### config.mk
export PLATFORM = sky130hd
export DESIGN_NAME = rc_channel_frame_decoder
export DESIGN_NICKNAME = d
export VERILOG_FILES = /design/src/sv/rcfd_pkg.sv /design/src/sv/rcfd_parser.sv /design/src/sv/rcfd_unpack.sv /design/src/sv/rc_channel_frame_decoder.sv
export VERILOG_INCLUDE_DIRS = /design/src /design/src/sv
export SDC_FILE = /design/constraint.sdc
export NUM_CORES = 1
export LEC_CHECK = 0
export BUFFER_PORTS_ARGS = -buffer_cell sky130_fd_sc_hd__buf_2
export CAP_MARGIN = 5
export CORE_MARGIN = 4
export CORE_UTILIZATION = 55
export CTS_BUF_LIST = sky130_fd_sc_hd__clkbuf_4
export CTS_CLUSTER_DIAMETER = 80
export DETAILED_ROUTE_END_ITERATION = 10
export PLACE_DENSITY = 0.72
export SLEW_MARGIN = 20
export SYNTH_ARGS = -nofsm -noshare
export SYNTH_HDL_FRONTEND = slang
export SYNTH_SLANG_ARGS = --single-unit
### constraint.sdc
create_clock -name clk -period 6.88 [get_ports clk]
set_input_delay 0.688 -clock clk [delete_from_list [all_inputs] [get_ports clk]]
set_output_delay 0.688 -clock clk [all_outputs]
set_load 0.02 [all_outputs]
### src/sv/rc_channel_frame_decoder_defines.svh
// ----------------------------------------------------------------------------
// rc channel frame decoder - assertion macros
// shared concurrent check forms, clocked on clk and gated by rst_n
// ----------------------------------------------------------------------------
`ifndef RC_CHANNEL_FRAME_DECODER_DEFINES_SVH
`define RC_CHANNEL_FRAME_DECODER_DEFINES_SVH

// same-cycle implication
`define RCFD_ASSERT_NOW(lbl, ante, cons, msg) \
  lbl: assert property (@(posedge clk) disable iff (!rst_n) (ante) |-> (cons)) \
    else $error(msg);

// next-cycle implication
`define RCFD_ASSERT_NEXT(lbl, ante, cons, msg) \
  lbl: assert property (@(posedge clk) disable iff (!rst_n) (ante) |=> (cons)) \
    else $error(msg);

`endif

### src/sv/rcfd_pkg.sv
// ----------------------------------------------------------------------------
// rcfd_pkg
// types and constants of the rc channel frame decoder
// ----------------------------------------------------------------------------
`timescale 1ns / 1ps
`default_nettype none

package rcfd_pkg;

  localparam int PAYLOAD_BYTES = 22;
  localparam int NUM_CHANNELS  = 16;
  localparam int CH_W          = 11;
  localparam int DZ_W          = 10;
  localparam int STICK_W       = 12;
  localparam int PAYLOAD_BITS  = PAYLOAD_BYTES * 8;
  localparam int CNT_W         = $clog2(PAYLOAD_BYTES + 1);

  localparam logic [7:0] ADDR_FC        = 8'hC8;
  localparam logic [7:0] ADDR_BCAST     = 8'h00;
  localparam logic [7:0] FRAME_SIZE     = 8'(PAYLOAD_BYTES + 2);
  localparam logic [7:0] TYPE_RC_PACKED = 8'h16;

  localparam logic [CH_W-1:0] BTN_ON   = 11'd1500;
  localparam logic [CH_W-1:0] SW_LOW   = 11'd400;
  localparam logic [CH_W-1:0] SW3_LOW  = 11'd191;
  localparam logic [CH_W-1:0] SW3_HIGH = 11'd1792;

  localparam logic [CH_W-1:0] CH_MIN_RST = 11'd172;
  localparam logic [CH_W-1:0] CH_MAX_RST = 11'd1811;
  localparam logic [CH_W-1:0] CH_MID_RST = 11'd992;
  localparam logic [DZ_W-1:0] DZ_RST     = 10'd41;

  typedef enum logic [1:0] {
    CFG_CHANNEL_MIN = 2'd0,
    CFG_CHANNEL_MAX = 2'd1,
    CFG_CHANNEL_MID = 2'd2,
    CFG_DEADZONE    = 2'd3
  } cfg_idx_t;

  typedef enum logic [4:0] {
    PH_ADDR    = 5'b00001,
    PH_SIZE    = 5'b00010,
    PH_TYPE    = 5'b00100,
    PH_PAYLOAD = 5'b01000,
    PH_CHECK   = 5'b10000
  } phase_t;

  typedef struct packed {
    logic [CH_W-1:0] ch_min;
    logic [CH_W-1:0] ch_max;
    logic [CH_W-1:0] ch_mid;
    logic [DZ_W-1:0] deadzone;
  } cfg_t;

  typedef struct packed {
    logic signed [STICK_W-1:0] right_x;
    logic signed [STICK_W-1:0] right_y;
    logic signed [STICK_W-1:0] left_y;
    logic signed [STICK_W-1:0] left_x;
    logic                      switch_a;
    logic [1:0]                switch_b;
    logic [1:0]                switch_c;
    logic                      switch_d;
    logic                      click;
    logic [5:0]                buttons;
    logic                      emergency_edge;
  } res_t;

endpackage

`default_nettype wire

### src/sv/rcfd_parser.sv
// ----------------------------------------------------------------------------
// rcfd_parser
// frame hunt state machine and payload byte store
// ----------------------------------------------------------------------------
`timescale 1ns / 1ps
`default_nettype none

`include "rc_channel_frame_decoder_defines.svh"

module rcfd_parser
  import rcfd_pkg::*;
(
  input  wire logic                    clk,
  input  wire logic                    rst_n,
  input  wire logic                    byte_fire,
  input  wire logic [7:0]              rx_byte,
  output logic                         at_check,
  output logic [PAYLOAD_BITS-1:0]      store_flat
);

  phase_t             phase_r, phase_nxt;
  logic [CNT_W-1:0]   count_r, count_nxt;
  logic [7:0]         store_r [PAYLOAD_BYTES];
  logic               store_we;

  always_comb begin
    phase_nxt = phase_r;
    count_nxt = count_r;
    store_we  = 1'b0;
    if (byte_fire) begin
      unique case (phase_r)
        PH_ADDR: begin
          if (rx_byte == ADDR_FC || rx_byte == ADDR_BCAST) begin
            phase_nxt = PH_SIZE;
          end
        end
        PH_SIZE: begin
          phase_nxt = (rx_byte == FRAME_SIZE) ? PH_TYPE : PH_ADDR;
        end
        PH_TYPE: begin
          if (rx_byte == TYPE_RC_PACKED) begin
            count_nxt = '0;
            phase_nxt = PH_PAYLOAD;
          end else begin
            phase_nxt = PH_ADDR;
          end
        end
        PH_PAYLOAD: begin
          if (count_r < CNT_W'(PAYLOAD_BYTES)) begin
            store_we  = 1'b1;
            count_nxt = count_r + 1'b1;
            if (count_nxt == CNT_W'(PAYLOAD_BYTES)) begin
              phase_nxt = PH_CHECK;
            end
          end else begin
            phase_nxt = PH_ADDR;
          end
        end
        PH_CHECK: begin
          phase_nxt = PH_ADDR;
        end
        default: begin
          phase_nxt = PH_ADDR;
        end
      endcase
    end
  end

  always_ff @(posedge clk) begin
    if (!rst_n) begin
      phase_r <= PH_ADDR;
      count_r <= '0;
    end else begin
      phase_r <= phase_nxt;
      count_r <= count_nxt;
    end
  end

  always_ff @(posedge clk) begin
    if (store_we) begin
      store_r[count_r] <= rx_byte;
    end
  end

  for (genvar g = 0; g < PAYLOAD_BYTES; g++) begin : g_flat
    assign store_flat[g*8 +: 8] = store_r[g];
  end

  assign at_check = (phase_r == PH_CHECK);

  `RCFD_ASSERT_NOW(a_count_range, phase_r == PH_PAYLOAD,
                   count_r < CNT_W'(PAYLOAD_BYTES), "payload count past store")
  `RCFD_ASSERT_NEXT(a_check_ends, byte_fire && phase_r == PH_CHECK,
                    phase_r == PH_ADDR, "hunt not restarted after check byte")

endmodule

`default_nettype wire

### src/sv/rcfd_unpack.sv
// ----------------------------------------------------------------------------
// rcfd_unpack
// channel unpacking, range substitution, stick offsets and switch decoding
// ----------------------------------------------------------------------------
`timescale 1ns / 1ps
`default_nettype none

module rcfd_unpack
  import rcfd_pkg::*;
(
  input  wire logic [PAYLOAD_BITS-1:0] store_flat,
  input  wire cfg_t                    cfg,
  input  wire logic                    last_stop,
  output res_t                         res,
  output logic                         stop
);

  logic [CH_W-1:0] ch [NUM_CHANNELS];

  for (genvar g = 0; g < NUM_CHANNELS; g++) begin : g_ch
    logic [CH_W-1:0] raw;
    assign raw   = store_flat[g*CH_W +: CH_W];
    assign ch[g] = (raw < cfg.ch_min || raw > cfg.ch_max) ? cfg.ch_mid : raw;
  end

  function automatic logic signed [STICK_W-1:0] stick(input logic [CH_W-1:0] v,
                                                      input logic [CH_W-1:0] mid,
                                                      input logic [DZ_W-1:0] dz);
    logic signed [STICK_W-1:0] off;
    logic        [STICK_W-1:0] mag;
    off = $signed({1'b0, v}) - $signed({1'b0, mid});
    mag = off[STICK_W-1] ? STICK_W'(-off) : STICK_W'(off);
    return (mag < {{(STICK_W-DZ_W){1'b0}}, dz}) ? '0 : off;
  endfunction

  function automatic logic [1:0] three_way(input logic [CH_W-1:0] v);
    if (v <= SW3_LOW) begin
      return 2'd0;
    end
    return (v >= SW3_HIGH) ? 2'd2 : 2'd1;
  endfunction

  always_comb begin
    res.right_x  = stick(ch[0], cfg.ch_mid, cfg.deadzone);
    res.right_y  = stick(ch[1], cfg.ch_mid, cfg.deadzone);
    res.left_y   = stick(ch[2], cfg.ch_mid, cfg.deadzone);
    res.left_x   = stick(ch[3], cfg.ch_mid, cfg.deadzone);
    res.switch_a = (ch[4] > BTN_ON);
    res.switch_b = three_way(ch[5]);
    res.switch_c = three_way(ch[6]);
    res.switch_d = (ch[7] >= SW_LOW);
    res.click    = (ch[8] >= SW_LOW);
    for (int k = 0; k < 6; k++) begin
      res.buttons[k] = (ch[9 + k] > BTN_ON);
    end
    stop               = (ch[10] > BTN_ON);
    res.emergency_edge = stop && !last_stop;
  end

endmodule

`default_nettype wire

### src/sv/rc_channel_frame_decoder.sv
// result valid in the cycle after the transfer of the byte that follows the payload
// throughput: one byte per cycle; in_ready drops only when that closing byte meets
//   a result still waiting with out_ready low
// reset clears the hunt phase, payload count, result valid, stop-button history
//   and loads the register defaults; the payload store is not cleared
// ----------------------------------------------------------------------------
// rc_channel_frame_decoder
// hunts packed rc-channels frames in a byte stream and decodes sticks and switches
// ----------------------------------------------------------------------------
`timescale 1ns / 1ps
`default_nettype none

`include "rc_channel_frame_decoder_defines.svh"

module rc_channel_frame_decoder
  import rcfd_pkg::*;
(
  input  wire logic                      clk,
  input  wire logic                      rst_n,
  input  wire logic                      cfg_we,
  input  wire logic [1:0]                cfg_index,
  input  wire logic [CH_W-1:0]           cfg_wdata,
  input  wire logic                      in_valid,
  output logic                           in_ready,
  input  wire logic [7:0]                in_rx_byte,
  output logic                           out_valid,
  input  wire logic                      out_ready,
  output logic signed [STICK_W-1:0]      out_right_x,
  output logic signed [STICK_W-1:0]      out_right_y,
  output logic signed [STICK_W-1:0]      out_left_y,
  output logic signed [STICK_W-1:0]      out_left_x,
  output logic                           out_switch_a,
  output logic [1:0]                     out_switch_b,
  output logic [1:0]                     out_switch_c,
  output logic                           out_switch_d,
  output logic                           out_click,
  output logic [5:0]                     out_buttons,
  output logic                           out_emergency_edge
);

  cfg_t                   cfg_r;
  logic                   in_fire;
  logic                   at_check;
  logic                   res_load;
  logic [PAYLOAD_BITS-1:0] store_flat;
  res_t                   res_nxt, res_r;
  logic                   stop;
  logic                   last_stop_r;
  logic                   out_valid_r, out_valid_nxt;

  // configuration registers
  always_ff @(posedge clk) begin
    if (!rst_n) begin
      cfg_r.ch_min   <= CH_MIN_RST;
      cfg_r.ch_max   <= CH_MAX_RST;
      cfg_r.ch_mid   <= CH_MID_RST;
      cfg_r.deadzone <= DZ_RST;
    end else if (cfg_we) begin
      unique case (cfg_idx_t'(cfg_index))
        CFG_CHANNEL_MIN: cfg_r.ch_min   <= cfg_wdata;
        CFG_CHANNEL_MAX: cfg_r.ch_max   <= cfg_wdata;
        CFG_CHANNEL_MID: cfg_r.ch_mid   <= cfg_wdata;
        CFG_DEADZONE:    cfg_r.deadzone <= cfg_wdata[DZ_W-1:0];
        default: ;
      endcase
    end
  end

  assign in_ready = !at_check || !out_valid_r || out_ready;
  assign in_fire  = in_valid && in_ready;
  assign res_load = in_fire && at_check;

  rcfd_parser u_parser (
    .clk        (clk),
    .rst_n      (rst_n),
    .byte_fire  (in_fire),
    .rx_byte    (in_rx_byte),
    .at_check   (at_check),
    .store_flat (store_flat)
  );

  rcfd_unpack u_unpack (
    .store_flat (store_flat),
    .cfg        (cfg_r),
    .last_stop  (last_stop_r),
    .res        (res_nxt),
    .stop       (stop)
  );

  // result register
  always_comb begin
    out_valid_nxt = out_valid_r;
    if (res_load) begin
      out_valid_nxt = 1'b1;
    end else if (out_ready) begin
      out_valid_nxt = 1'b0;
    end
  end

  always_ff @(posedge clk) begin
    if (!rst_n) begin
      out_valid_r <= 1'b0;
      last_stop_r <= 1'b0;
    end else begin
      out_valid_r <= out_valid_nxt;
      if (res_load) begin
        last_stop_r <= stop;
      end
    end
  end

  always_ff @(posedge clk) begin
    if (res_load) begin
      res_r <= res_nxt;
    end
  end

  assign out_valid          = out_valid_r;
  assign out_right_x        = res_r.right_x;
  assign out_right_y        = res_r.right_y;
  assign out_left_y         = res_r.left_y;
  assign out_left_x         = res_r.left_x;
  assign out_switch_a       = res_r.switch_a;
  assign out_switch_b       = res_r.switch_b;
  assign out_switch_c       = res_r.switch_c;
  assign out_switch_d       = res_r.switch_d;
  assign out_click          = res_r.click;
  assign out_buttons        = res_r.buttons;
  assign out_emergency_edge = res_r.emergency_edge;

  `RCFD_ASSERT_NEXT(a_res_follows, res_load, out_valid, "no result after closing byte")
  `RCFD_ASSERT_NOW(a_stall_cause, !in_ready, out_valid_r && !out_ready && at_check,
                   "input stalled without a waiting result")
  `RCFD_ASSERT_NOW(a_edge_button, out_valid && out_emergency_edge, out_buttons[1],
                   "emergency edge without stop button")
  `RCFD_ASSERT_NEXT(a_stop_track, res_load, last_stop_r == out_buttons[1],
                    "stop history out of step with result")

endmodule

`default_nettype wire

After elaboration in Yosys (flattened, before gate mapping)
Memory sizes are Yosys's and may differ from the RTL's.
Cells that the tools add are included.
{"block": "totals", "mem_count": 1, "ramBits": 176, "output_inout_bits": 64, "inputBits": 26, "word_cells": 170, "regBits": 117}
{"name": "u_parser.store_r", "words": 22, "width": 8, "rd": 21, "rd_ports_with_merged_regs": 0, "wr": 1, "line_no": "rcfd_parser.sv:23", "rtl": "logic [7:0] store_r [PAYLOAD_BYTES];"}
{"block": "classes", "n_addsub": 9, "eq_ne": 16, "muxes": 43, "n_reduce_logical": 34, "order_cmp": 48}
{"op": "$gt 11x11->1", "count": 15}
{"op": "$lt 11x11->1", "count": 15}
{"op": "$mux 11", "count": 15}
{"op": "$gt 11x11->1 const B", "count": 7}
{"op": "$lt 12x10->1", "count": 4}
{"op": "$mux 12", "count": 4}
{"op": "$neg 12->12", "count": 4}
{"op": "$sub 11x11->12", "count": 4}
{"op": "$mux 5", "count": 5}
{"op": "$ge 11x11->1 const B", "count": 2}
{"op": "$ge 11x9->1 const B", "count": 2}
{"op": "$le 11x8->1 const B", "count": 2}
{"op": "$pmux 5 s4", "count": 1}
{"op": "$logic_or 1x1->1", "count": 18}
{"op": "$eq 8x5->1 const B", "count": 2}
{"op": "$mux 2", "count": 6}
{"op": "$eq 5x5->1 const B", "count": 2}
{"op": "$pmux 5 s2", "count": 1}
{"op": "$mux 1", "count": 9}
{"op": "$eq 8x8->1 const B", "count": 1}
{"op": "$logic_not 8->1", "count": 1}
{"op": "$reduce_and 2->1", "count": 4}
{"op": "$ne 2x1->1 const B", "count": 3}
{"op": "$add 5x1->5 const B", "count": 1}
{"op": "other kinds (16)", "count": 22}

Depth between registers and ports, before layout
Gate-level depths: netlist of run 1.
{"block": "depth", "depth_word": 8, "mapped_depth": 30, "depth_no_buf": 27}

Modules after synthesis
Synthesis of run 1 repeated with hierarchy kept, for this count alone.
{"block": "hier_totals", "hier_cells": 2080, "area_unflattened_um2": 21898.5}
{"module": "rcfd_unpack", "area_each_um2": 12172.9, "cells_per_inst": 1547, "n_inst": 1}
{"module": "rcfd_parser", "area_each_um2": 6236.0, "cells_per_inst": 303, "n_inst": 1}
{"module": "rc_channel_frame_decoder", "area_each_um2": 3489.6, "cells_per_inst": 230, "n_inst": 1}

Least setup slack after synthesis of run 1
OpenSTA, ideal clock, no wires.
{"block": "synth_timing", "path_kind": "register to register", "start": "reg cfg_r[39] in the netlist's numbering", "end": "reg res_r, in the netlist out_right_x[10] (data pin)", "path_slack_ns": 0.596, "t_arrival_ns": 6.010, "synth_period_minus_slack_ns": 6.284, "path_buffers": 3, "t_required_ns": 6.606, "path_stages_with_launch": 29, "path_cell_list": "dfxtp_1 > inv_1 > ha_1 > o21a_1 > o21a_1 > o21ai_0 > a211oi_1 > o32ai_1 > clkbuf_1 > mux2_2 > ha_1 > o21a_1 > o21ai_0 > a21oi_1 > o211ai_1 > a21oi_1 > nor2_1 > clkbuf_1 > o31ai_1 > xnor2_1 > ha_1 > a21o_1 > a31oi_1 > o21ai_0 > a21o_1 > a211o_1 > a21oi_1 > clkbuf_1 > a31oi_1"}
{"block": "synth_via", "elab_chain_cells": 7}
{"item": "start, declared", "line_no": "rc_channel_frame_decoder.sv:41", "rtl": "cfg_t cfg_r;"}
{"item": "$lt 11x11->1 (*)", "line_no": "rcfd_unpack.sv:23", "rtl": "assign ch[g] = (raw < cfg.ch_min || raw > cfg.ch_max) ? cfg.ch_mid : raw;"}
{"item": "$logic_or 1x1->1 (*)", "line_no": "rcfd_unpack.sv:23"}
{"item": "$mux 11 (*)", "line_no": "rcfd_unpack.sv:23"}
{"item": "$sub 11x11->12 (*)", "line_no": "rcfd_unpack.sv:31", "rtl": "off = $signed({1'b0, v}) - $signed({1'b0, mid});"}
{"item": "$neg 12->12", "line_no": "rcfd_unpack.sv:32", "rtl": "mag = off[STICK_W-1] ? STICK_W'(-off) : STICK_W'(off);"}
{"item": "$mux 12", "line_no": "rcfd_unpack.sv:32"}
{"item": "$lt 12x10->1", "line_no": "rcfd_unpack.sv:33", "rtl": "return (mag < {{(STICK_W-DZ_W){1'b0}}, dz}) ? '0 : off;"}
{"item": "end signal, assigned", "line_no": "rc_channel_frame_decoder.sv:114", "rtl": "res_r <= res_nxt;"}
{"item": "end, declared", "line_no": "rc_channel_frame_decoder.sv:46", "rtl": "res_t res_nxt, res_r;"}
Mark *: on every way between the ends. The rest lies on a longest branch, timed or not.
A chain may end at the register's enable or synchronous reset.

Worst setup path in the final report of run 1
{"block": "layout_timing", "start": "reg cfg_r[37] in the netlist's numbering", "end": "reg res_r, in the netlist out_right_y[2] (data pin)"}
Same word-level chain as after synthesis.

==> results.sh, run 1 <==
export IMPL_area_growth_pct=11.4
export IMPL_h_tree_depth=3
export IMPL_ys_flop_type="edfxtp_1"
export IMPL_die_area_um2=41900
export IMPL_synth_fp_nets=2477
export IMPL_grt_pass1_vias=17500
export IMPL_crit_top_cell="a21oi_1"
export IMPL_drt_pass1_iterations=6
export IMPL_yosys_warnings=0
export IMPL_fmax_ghz=0.152
export IMPL_crit_path_start="cfg_r[37]"
export IMPL_final_area_um2=23700
export IMPL_syn_avg_cell_area_um2=10.4
export IMPL_synth_fa_ha_area_share_pct=24.1
export IMPL_wire_per_inst_um=22.4
export IMPL_ant_nets=0
export IMPL_slowest_stage="inv_1"
export IMPL_synth_compound_area_share_pct=17.8
export IMPL_register_area_um2=7920
export IMPL_final_cell_mix="ha_1, edfxtp_1, nand2_1"
export IMPL_hp_class="input port to flip-flop"
export IMPL_worstHoldPathCells=3
export IMPL_numClockSinks=282
export IMPL_critPathTopFamily="compound AO/OA/AOI/OAI gates"
export IMPL_finalHoldViolCount=0
export IMPL_cts_hold_buf=0
export IMPL_synthXorXnorAreaFrac_pct=2.42
export IMPL_top_usage_layer="met2"
export IMPL_p_leak_nw=9.77
export IMPL_clk_insertion_delay_late_ps=780
export IMPL_numCtsBuffers=78
export IMPL_timing_rr_start="cfg_r[37]"
export IMPL_synth_top_family_by_area="adder cells"
export IMPL_synthArstFlopShare_pct=0
export IMPL_met2_usage_pct=46.8
export IMPL_synth_edf_count=227
export IMPL_synth_mux_area_share_pct=3.28
export IMPL_grt_pass1_wl_um=96400
export IMPL_finalCriticalPeriod_ps=6570
export IMPL_nFillCells=3118
export IMPL_path_buf_inv=3
export IMPL_met1_usage_pct=40.9
export IMPL_cts_buffer_depth=3
export IMPL_final_common_cell="ha_1"
export IMPL_grt_max_degree=62
export IMPL_r2r_end="out_right_y[2]"
export IMPL_drive_above_1_share_pct=14.6
export IMPL_place_congestion=0.911
export IMPL_cap_violations=0
export IMPL_synth_distinct_cells=76
export IMPL_cts_tree="built"
export IMPL_tightestPinTransition_ps=1030
export IMPL_yosys_top_cells_area="edfxtp_1, ha_1, dfxtp_1"
export IMPL_ir_drop_v=0.000145
export IMPL_vias=17700
export IMPL_vias_per_cell=6.32
export IMPL_synth_top_area_share_pct=32.0
export IMPL_synth_cells=2044
export IMPL_slew_headroom_pct=31.4
export IMPL_multi_input_area_um2=12900
export IMPL_r2r_slack_ps=310
export IMPL_grtUsageTotal_pct=29.6
export IMPL_ys_ff_latch=282
export IMPL_io_pins=90
export IMPL_cp_end_kind="flip-flop"
export IMPL_crit_arrival_ps=7040
export IMPL_synth_largest_area_cell="edfxtp_1"
export IMPL_crit_fanout=12
export IMPL_timing_final_crit_share_pct=95.5
export IMPL_synth_simple_area_share_pct=12.8
export IMPL_core_area_um2=37900
export IMPL_maxSlewViolCount=0
export IMPL_overflow=0
export IMPL_die_h_um=205
export IMPL_initial_core_util_pct=56.1
export IMPL_cp_start_kind="flip-flop"
export IMPL_nNetsFinal=2655
export IMPL_num_rows=71
export IMPL_io_buffer_count=89
export IMPL_rsz0062_at_grt="false"
export IMPL_dp_hpwl_um=45200
export IMPL_dpl_instance_area_um2=22600
export IMPL_setup_viol=0
export IMPL_p_per_area_nw_per_um2=196
export IMPL_die_width_um=205
export IMPL_path_class="flip-flop to flip-flop"
export IMPL_ys_seq_area_share_pct=37.2
export IMPL_totalWireLength_um=62600
export IMPL_clkTransAtPathRegs_ps=80
export IMPL_run_status="finished clean"
export IMPL_critPathRequiredTime_ps=7350
export IMPL_synth_cell_area_um2=21300
export IMPL_antenna_found_initial=1
export IMPL_finalPower_mw=4.65
export IMPL_r2r_cells=26
export IMPL_tns_ps=0
export IMPL_finClkSkew_ps=59.5
export IMPL_root_buffer="clkbuf_4"
export IMPL_globalRouteMet3Util_pct=6.24
export IMPL_drt_iter0_markers=1742
export IMPL_min_from="cfg_wdata[0]"
export IMPL_drcViolationCount=0
export IMPL_crit_path_max_incr_delay_ps=480
export IMPL_hold_end="cfg_r[32]"
==> logic make-up (layout without fill, tap and decap cells) <==
family / after synthesis / after routing
xor gates and xnor gates: 58 / 58
muxes: 64 / 64
AOI/OAI and AO/OA: 560 / 560
buffers and inverters: 134 / 371
adders and majority gates: 407 / 407
other: 0 / 1
and+or+nand+nor: 539 / 539
DFF: 282 / 282
==> tightest hold or removal path, cell delays in order <==
cell      delay [ps]
buf_2            140
nand2_1           60
a21boi_0          70
==> registers in the layout, summed over array words and instances, names as in the netlist, 2 cells and up <==
signal,count
u_parser.phase_r,5
out_switch_b,2
cfg_r,43
out_switch_c,2
out_left_y,12
out_buttons,6
out_right_y,12
u_parser.store_r,165
u_parser.count_r,5
out_left_x,12
out_right_x,12
==> cell type report <==
| class | instances | share of cell area (%) |
|---|---|---|
| Tap cell | 511 | 2.70 |
| Sequential cell | 282 | 33.4 |
| Inverter | 99 | 1.58 |
| Timing Repair Buffer | 133 | 3.27 |
| Clock inverter | 35 | 1.16 |
| Multi-Input combinational cell | 1628 | 54.6 |
| Antenna cell | 1 | 0.0106 |
| Clock buffer | 104 | 3.30 |
==> per-stage QoR <==
| stage | setup slack, ps | hold WS, ps | instances | utilization, % |
|---|---|---|---|---|
| 2_1_floorplan | 596 | 443 | 2044 | - |
| 3_3_place_gp | 509 | 454 | 2652 | 59.5 |
| 6_report | 311 | 241 | 2793 | 62.5 |
| 5_1_grt | 5.79 | 211 | 2793 | 62.5 |
| 3_5_place_dp | 280 | 461 | 2652 | 59.5 |
| 4_1_cts | 224 | 183 | 2791 | 62.3 |
==> where the power goes <==
group	switching, mW	internal [mW]	total (mW)
combinational	0.655	0.441	1.10
sequential	0.0145	1.88	1.90
clock	0.763	0.897	1.66
==> metal layers <==
metal / part of all wire (%) / vias to the layer above
met1: 44 / 8553
met2: 45 / 731
li1: - / 8261
met5: 0 / -
met4: 2.3 / 0
met3: 8.5 / 106
==> worst max path at each step <==
stage	slack (ps)	depth (start not counted)	to
after CTS	220	26	out_left_y[5]
final	310	26	out_right_y[2]
after floorplan	600	28	out_right_x[10]
after global placement	510	26	out_left_y[3]
after global routing	6	29	out_right_y[2]
after detailed placement	280	26	out_left_y[7]
==> what timing repair did <==
action	CTS	global route
resized for setup	0	10
endpoints found under the setup margin	0	31
buffers inserted	0	1
==> synthesized netlist by cell type, types with 29 or more instances <==
cell and number:
inv_1 99, mux2_2 45, nand3_1 51, a31oi_1 29, nor2b_1 44, edfxtp_1 227
a21oi_1 100, nor2_1 103, nand2_1 146, a21boi_0 52, clkbuf_1 32, xnor2_1 38
a21o_1 37, nand4_1 31, o21a_1 65, o211ai_1 35, o21ai_0 112, nor3_1 38
ha_1 403, dfxtp_1 55
Note: power is estimated with default switching activity, not from simulation.
==> run 2, diff against run 1 <==
==> constraint.sdc (replaced) <==
create_clock -name clk -period 7 [get_ports clk]
set_input_delay 1.4 -clock clk [delete_from_list [all_inputs] [get_ports clk]]
set_output_delay 1.4 -clock clk [all_outputs]
set_load 0.02 [all_outputs]
==> run 2 against run 1 <==
The flow now finishes with violations (DRC). Routed wire length up 0.40%. Critical path depth unchanged. Worst setup slack gained 100 ps. Core utilization down 0.34 points. Via count rose by 0.91%. Maximum frequency decreased by 0.29%. Final area decreased by 0.55%. Global-route usage increased by 0.20 points. Die area did not move. Clock power shrank 8%. Sequential share of layout area up 0.18 points. Critical endpoint is now out_left_y[0]. Largest power group unchanged.
==> results.sh, run 2 (synthesis results as in run 1) <==
export IMPL_maxSlewViolCount=0
export IMPL_finalHoldViolCount=0
export IMPL_grt_pass1_wl_um=97400
export IMPL_cts_tree="built"
export IMPL_finClkSkew_ps=34.8
export IMPL_p_int_mw=3.09
export IMPL_numCtsBuffers=79
export IMPL_finalCriticalPeriod_ps=6590
export IMPL_nFillCells=3162
export IMPL_crit_fanout=15
export IMPL_p_seq_share_pct=41.8
export IMPL_crit_arrival_ps=7040
export IMPL_tns_ps=0
export IMPL_antenna_found_initial=2
export IMPL_p_comb_share_pct=23.7
export IMPL_drcViolationCount=1
export IMPL_rsz0062_at_grt="false"
export IMPL_p_leak_nw=9.72
export IMPL_tightestPinTransition_ps=1040
export IMPL_cp_start_kind="flip-flop"
export IMPL_multi_input_area_um2=12900
export IMPL_num_rows=71
export IMPL_drt_pass1_iterations=11
export IMPL_hp_class="flip-flop to flip-flop"
export IMPL_largest_reg_flops=165
export IMPL_timing_final_crit_share_pct=94.1
export IMPL_grtUsageTotal_pct=29.8
export IMPL_p_per_area_nw_per_um2=189
export IMPL_totalWireLength_um=62800
export IMPL_initial_core_util_pct=56.1
export IMPL_clk_insertion_delay_late_ps=740
export IMPL_cts_hold_buf=0
export IMPL_die_h_um=205
export IMPL_met1_usage_pct=42.6
export IMPL_ir_drop_v=0.000136
export IMPL_clkTransAtPathRegs_ps=70
export IMPL_die_width_um=205
export IMPL_top_regs="u_parser.store_r: 165 flops, cfg_r: 43 flops"
export IMPL_setup_viol=0
export IMPL_cts_buffer_depth=3
export IMPL_utilization_pct=62.1
export IMPL_globalRouteMet3Util_pct=5.26
export IMPL_cap_violations=0
export IMPL_drt_iter0_markers=1737
export IMPL_path_class="flip-flop to flip-flop"
export IMPL_grt_max_degree=56
export IMPL_overflow=0
export IMPL_io_buffer_count=89
export IMPL_nNetsFinal=2650
export IMPL_io_pins=90
export IMPL_critPathRequiredTime_ps=7460
export IMPL_met2_usage_pct=46.3
export IMPL_register_area_um2=7920
export IMPL_place_congestion=0.933
export IMPL_run_status="finished, violations left"
export IMPL_vias_per_cell=6.39
export IMPL_dp_hpwl_um=44600
export IMPL_core_area_um2=37900
export IMPL_die_area_um2=41900
export IMPL_root_buffer="clkbuf_4"
export IMPL_grt_pass1_vias=17600
export IMPL_h_tree_depth=3
export IMPL_drive_above_1_share_pct=14.4
export IMPL_ant_nets=0
export IMPL_final_common_cell="ha_1"
export IMPL_p_sw_mw=1.37
export IMPL_fmax_ghz=0.152
export IMPL_top_usage_layer="met2"
export IMPL_clkPwrFrac_pct=34.4
export IMPL_vias=17800
export IMPL_cp_end_kind="flip-flop"
export IMPL_slew_headroom_pct=30.2
export IMPL_area_growth_pct=10.8
export IMPL_violations="DRC"
export IMPL_largest_register="u_parser.store_r"
export IMPL_worstHoldPathCells=2
export IMPL_wire_per_inst_um=22.5
export IMPL_swShare_pct=30.7
export IMPL_numClockSinks=282
export IMPL_r2r_cells=26
export IMPL_final_cell_mix="ha_1, edfxtp_1, nand2_1"
==> run 2: cell count changes in the layout (fill, tap and decap cells not counted), moves of 2 or more <==
cell       change
clkinv_1       -8
bufinv_16      -4
nor2_1         +2
nor2_2         -2
buf_4          -6
inv_2          -3
clkbuf_4      +15
==> run 2: critical path, cell delays in order, from the launching register on <==
cell and delay [ps]:
edfxtp_1 440, ha_1 320, nor2b_1 130, o21a_1 160, o21a_1 160, o211ai_1 180
a31oi_1 100, nor3b_1 250, o2bb2ai_2 170, mux2_2 320, ha_1 230, or2_1 260
o21a_1 200, o41a_1 440, a211o_1 280, a21o_1 350, nor2_1 160, a21oi_1 50
ha_1 280, a21boi_0 120, o21a_1 190, o21ai_0 150, a21oi_1 90, o41ai_1 450
o21ai_0 230, nor3_2 470, nor3_1 110
==> run 2: per-stage QoR <==
stage          std cells  area, um2  total power, mW  hold WS, ps  setup slack (ps)
4_1_cts             2787      23500             4.47          471               392
6_report            2788      23600             4.45          467               412
3_3_place_gp        2647      22500             2.90          457               611
5_1_grt             2788      23600             4.71          486              9.70
2_1_floorplan       2044      21300             2.64          443               716
3_5_place_dp        2647      22500             2.93          461               440
==> run 2: what timing repair did <==
item | 4_1_cts | 5_1_grt
resized for setup | 0 | 2
buffers inserted | 0 | 0
endpoints found under the hold margin | 0 | 0
setup endpoints to repair | 0 | 18
==> run 2: cell type report <==
type                       count  area share (%)
sequential                   282            33.6
inverter                      99            1.58
clock inverter                21           0.510
multi-input combinational   1628            54.7
timing repair buffer         127            3.10
clock buffer                 119            3.79
tap                          511            2.71
antenna                        1          0.0106
==> run 2: routing by layer <==
layer / wire, um / vias to the layer above
met2: 27700 / 858
li1: - / 8264
met1: 27600 / 8559
met5: 0 / -
met3: 5710 / 131
met4: 1780 / 0
==> run 2: power groups by stage <==
stage                     clock network [mW]  registers [mW]  logic [mW]
after global placement                     0            1.90        1.00
after CTS                               1.57            1.86        1.04
after global routing                    1.66            1.86        1.18
after detailed placement                   0            1.90        1.03
after floorplan                            0            1.89       0.749
final                                   1.53            1.86        1.06
==> run 2: worst paths after layout <==
check	startpoint	end	slack, ps
setup / recovery	u_parser.store_r[2][7]	out_left_y[0]	410
hold / removal	cfg_r[23]	cfg_r[23]	470
setup reg to reg	u_parser.store_r[2][7]	out_left_y[0]	410
hold reg to reg	cfg_r[23]	cfg_r[23]	470
